==> src/design/sfq_pkg.sv <==
// Shared types and constants for the shortest-first sorted queue.
package sfq_pkg;

   localparam int KEY_W         = 16;
   localparam int TAG_W         = 16;
   localparam int OCC_W         = 8;
   localparam int STATUS_W      = 2;
   localparam int DEFAULT_DEPTH = 128;

   localparam logic OP_INSERT = 1'b0;
   localparam logic OP_REMOVE = 1'b1;

   localparam logic [STATUS_W-1:0] STATUS_DONE       = 2'd0;
   localparam logic [STATUS_W-1:0] STATUS_EMPTY_ERR  = 2'd1;
   localparam logic [STATUS_W-1:0] STATUS_FULL_ERR   = 2'd2;

   typedef struct packed {
      logic             valid;
      logic [KEY_W-1:0] key;
      logic [TAG_W-1:0] tag;
   } entry_type;

   typedef struct packed {
      logic             insert;
      logic             remove;
      logic [KEY_W-1:0] key;
      logic [TAG_W-1:0] tag;
   } cmd_type;

endpackage

==> src/design/sfq_cell.sv <==
// One storage cell of the sorted chain, holding a single key and tag.
module sfq_cell
   import sfq_pkg::*;
(
   input  logic      clock,
   input  logic      reset,
   input  cmd_type   cmd,
   input  entry_type left_entry,
   input  logic      left_place,
   input  entry_type right_entry,
   output entry_type entry,
   output logic      place
);

   entry_type entry_ff;
   entry_type entry_in;

   // A cell is displaced by an insert when it is empty or holds a larger key.
   assign place = !entry_ff.valid || (entry_ff.key > cmd.key);

   always_comb begin
      entry_in = entry_ff;
      if (cmd.insert && place) begin
         if (left_place) begin
            entry_in = left_entry;
         end else begin
            entry_in.valid = 1'b1;
            entry_in.key   = cmd.key;
            entry_in.tag   = cmd.tag;
         end
      end else if (cmd.remove) begin
         entry_in = right_entry;
      end
   end

   always_ff @(posedge clock) begin
      entry_ff.key <= entry_in.key;
      entry_ff.tag <= entry_in.tag;
      if (reset) begin
         entry_ff.valid <= 1'b0;
      end else begin
         entry_ff.valid <= entry_in.valid;
      end
   end

   assign entry = entry_ff;

endmodule

==> config.mk <==
export PLATFORM = sky130hd
export DESIGN_NAME = sfq_cell
export DESIGN_NICKNAME = d
export VERILOG_FILES = /design/src/design/sfq_pkg.sv /design/src/design/sfq_cell.sv
export SDC_FILE = /design/constraint.sdc
export NUM_CORES = 1
export LEC_CHECK = 0
export BUFFER_PORTS_ARGS = -buffer_cell sky130_fd_sc_hd__buf_2
export CORE_ASPECT_RATIO = 2
export CORE_MARGIN = 4
export CORE_UTILIZATION = 49
export CTS_BUF_LIST = sky130_fd_sc_hd__clkbuf_4 sky130_fd_sc_hd__clkbuf_8
export CTS_CLUSTER_DIAMETER = 120
export DETAILED_ROUTE_END_ITERATION = 16
export GPL_TIMING_DRIVEN = 0
export PLACE_DENSITY_LB_ADDON = 0.15
export SLEW_MARGIN = 20
export SYNTH_ARGS = -nofsm -noshare
export SYNTH_HDL_FRONTEND = slang
export SYNTH_SLANG_ARGS = --single-unit
==> constraint.sdc <==
create_clock -name clock -period 5 [get_ports clock]
set_input_delay 1 -clock clock [delete_from_list [all_inputs] [get_ports clock]]
set_output_delay 1 -clock clock [all_outputs]
set_load 0.02 [all_outputs]
# Word-level counts from Yosys, hierarchy flattened
# Index checks and enable logic that the tools add are counted.
[totals]
regBits = 33
inputBits = 103
[classes]
order_cmp = 1
mux = 3
reduce_logical = 4
[ops]
columns = ["operator", "count"]
rows = [
  ["33-bit two-way mux", 3],
  ["16-bit greater-than comparator", 1],
  ["2-bit nonzero test", 1],
  ["1-bit logical AND", 1],
  ["1-bit zero test", 1],
  ["1-bit logical OR", 1],
]

# Longest topological paths before layout
[logic_depth]
depth_word = 4
mapped_depth = 8
depth_no_buf = 7

# Worst setup path after synthesis
# Ideal clock, no wire load.
[synth_path]
kind = "input port to output port"
start = "in cmd[31] (netlist name)"
end = "out place"
t_arrival_ns = 2.442
path_slack_ns = 1.558
stages = 6
path_cell_list = "inv_1 > ha_1 > nand4_2 > nor4_2 > o21ai_2 > a31oi_1"
[synth_between]
elab_chain_cells = 2
[synth_rtl]
columns = ["item", "line_no", "text"]
rows = [
  ["start, declared", "sfq_cell.sv:7", "input cmd_type cmd,"],
  ["16-bit greater-than comparator", "sfq_cell.sv:19", "assign place = !entry_ff.valid || (entry_ff.key > cmd.key);"],
  ["1-bit logical OR", "sfq_cell.sv:19", ""],
  ["end, declared", "sfq_cell.sv:12", "output logic place"],
]
# No other way between the ends.

# Worst setup path after layout
[layout_path]
start = "in cmd[27] (netlist name)"
end = "out place"
# The elaborated chain is that of the path after synthesis.

==> flow_summary_export.csv <==
group,metric,value,unit
outcome,status,"finished clean",
drt,route.detailed.wl_per_inst,16.0,microns
yosys,ys_warn_count,0,
flow_run,drv_cap,0,
global_route,grt_pass1_vias,2167,
critical_path,cpLargestDelayFamily,"compound AO/OA/AOI/OAI gates",
die,die_h,106,microns
drt,routed_wl,6230,microns
pwr,irDropWorstVdd,0.000217,V
yosys,syn_inst,192,
pwr,power_frac_seq,0.399,
layout,num-fill-cells,399,
global_route,track_usage,0.206,
timing,finalCritPeriodShare,0.730,
clock_network,cts_setup_buffers,0,
clock_network,clk_pin_slew,0.06,ns
layout,num_antenna_cells,0,
timing,final.min_clock_period,3.65,ns
timing,timing.hold.ws,0.770,ns
yosys,seq_area_frac_synth,0.420,
global_route,grt_antenna_before_repair,0,
critical_path,cpMostUsedCell,"buf_2",
pwr,intPower,0.000650,W
min_path,worstHoldPathType,"flop to flop",
min_path,whs_path_depth,4,
clock_network,cts-root-buf,"clkbuf_8",
critical_path,worstPathArrival,2.65,ns
placement,place.gp.congestion,0.771,
placement,placement.io_buffers,135,
critical_path,critical_path_class,"primary input to primary output",
layout,utilization,0.693,
drt,dr.pass1.iters,4,
critical_path,path_buf_inv,3,
global_route,grt_pass1_wl,9650,microns
critical_path,worstSetupStartpointType,"primary input",
drt,vias,1997,
placement,dp.final_hpwl,5100,microns
clock_network,ctsLongestPathBuffers,2,
timing,setup_viol,0,
clock_network,cts_buffers,5,
drt,avgViaCountPerCell,5.12,
die,ios,137,
pwr,powerDensity,289,nW/um^2
critical_path,cp-startpoint,"cmd[27]",
global_route,grt_max_degree,33,
pwr,power.switching,0.000270,W
timing,fmax,274,MHz
clock_network,hold_buffers,0,
pwr,swShare,0.294,
critical_path,critPathCaptureType,"primary output",
timing,slew_headroom,0.473,
timing,skew,0.00699,ns
yosys,syn-cell-area,2330,sq um
drt,drt_iter0_markers,45,
timing,grt_setup_unrepaired,"no",
yosys,syn-num-nets,311,
critical_path,r2r_start,"entry[31]$_DFFE_PP_",
pwr,power.share.clock,0.271,
critical_path,crit_path_top_delay_cell,"a311oi_1",
clock_network,cts_resized,0,
pwr,comb_power_share,0.330,
critical_path,crit_cells,8,
drt,antenna_left,0,
clock_network,insertion_delay,0.28,ns
die,die_area,6000,sq um
critical_path,worstRegToRegCells,7,
die,core,4600,sq um
timing,worst_slew_pin_slew,0.790,ns
die,rows,35,
layout,layout-drive-gt1-share,0.597,
die,die_w,56.8,microns
global_route,grt_overflow,0,
pwr,leakage,1.61,nW
clock_network,cts.sinks,33,
critical_path,cp.required,4.00,ns
drt,drcViolationCount,0,
timing,finalHoldViolations,0,
layout,largest_register_ffs,33,
timing,tns,0,ns
yosys,syn_avg_cell_area,12.2,sq um
critical_path,critical_path.max_stage_delay,0.47,ns
die,start_util,0.507,
timing,drv_slew,0,
critical_path,worstPathCellList,"buf_2 > inv_1 > ha_1 > a21oi_1 > o2111ai_1 > a311oi_1 > a31oi_1 > buf_2",
min_path,hold_start,"entry[32]$_SDFFE_PP0P_",
yosys,synth.distinct_cells,25,
yosys,synth-seq-cells,33,
clock_network,cts_tree,"built",
layout,area.growth.synth_to_final,36.6,%
layout,nets,453,
clock_network,htree_levels,2,
critical_path,cp_max_fo,3,
[per-layer routing]
metal | vias to the layer above | part of all wire | global-route usage | wire (microns)
met1 | 926 | 0.34 | 0.201 | 2120
li1 | 977 | - | - | -
met3 | 5 | 0.080 | 0.0527 | 501
met2 | 89 | 0.57 | 0.408 | 3550
met4 | 0 | 0.0098 | 0.0580 | 61
met5 | - | 0 | 0 | 0
[logic make-up after synthesis]
kind of cell    count (synthesis)  share of synthesized area
fa+ha+maj                      16                     0.0858
flops                          33                      0.420
mux                            51                      0.292
compound gates                 31                     0.0820
buf+inv                        28                     0.0547
simple gates                   33                     0.0654
[layout make-up]
class / count / area [sq um] / share of cell area
Buffer: 8 / 52.6 / 0.0165
Sequential cell: 33 / 981 / 0.308
Clock inverter: 2 / 33.8 / 0.0106
Tap cell: 55 / 68.8 / 0.0216
Clock buffer: 6 / 76.3 / 0.0239
Multi-Input combinational cell: 131 / 1220 / 0.384
Inverter: 20 / 75.1 / 0.0235
Timing Repair Buffer: 135 / 676 / 0.212
[worst min-delay path, delay by kind of cell (launching register included)]
family	cells	cell delay (ns)
AO/OA/AOI/OAI	2	0.16
flip-flops	1	0.35
multiplexers	2	0.21
[per-stage QoR]
step,total power (W),instances,setup slack [ns],instance area [sq um]
floorplan,0.000570,192,1.56,2330
global placement,0.000673,382,1.04,3080
detailed placement,0.000680,382,1.04,3080
CTS,0.000928,390,1.32,3190
global route,0.000968,390,1.13,3190
finish,0.000921,390,1.35,3190
[placed cells by master, fill, tap and decap left out, types with 2 or more instances in the layout]
cell type,netlist,final
a21oi_1,7,7
buf_2,0,135
buf_6,3,3
clkbuf_1,5,5
clkbuf_8,0,5
edfxtp_1,32,32
ha_1,16,16
inv_1,20,20
mux2_2,20,20
mux2_4,29,29
mux2i_1,2,2
nand2_1,23,23
nor2_1,4,4
o21ai_0,18,18
[synthesized netlist by cell type]
cell type   n  area share
dfxtp_1     1      0.0086
nor2_1      4      0.0064
a311oi_1    1      0.0038
a21o_1      1      0.0032
mux2_4     29        0.19
buf_6       3       0.014
a21oi_1     7       0.015
o2111ai_1   1      0.0038
nand4_2     1      0.0054
or2_2       1      0.0027
a311oi_4    1       0.011
mux2i_1     2      0.0086
edfxtp_1   32        0.41
o21ai_0    18       0.039
ha_1       16       0.086
nand2_1    23       0.037
inv_1      20       0.032
mux2_2     20       0.097
nor4_2      1      0.0054
nand2b_1    1      0.0027
clkbuf_1    5      0.0080
a31oi_1     1      0.0027
nand4_1     1      0.0027
and3_2      1      0.0032
o21ai_2     1      0.0038
[worst paths after layout]
path,end,slack (ns)
max,place,1.35
min,entry[32]$_SDFFE_PP0P_,0.77
max reg2reg,entry[27]$_DFFE_PP_,1.77
min reg2reg,entry[32]$_SDFFE_PP0P_,0.77
[power groups by stage]
stage / Clock, W / Sequential, W / Combinational, W
6_report: 0.000249 / 0.000368 / 0.000304
5_1_grt: 0.000265 / 0.000372 / 0.000331
4_1_cts: 0.000253 / 0.000368 / 0.000307
3_5_place_dp: 0 / 0.000374 / 0.000306
3_3_place_gp: 0 / 0.000373 / 0.000300
2_1_floorplan: 0 / 0.000420 / 0.000150
Note: power is estimated with default switching activity, not from simulation.
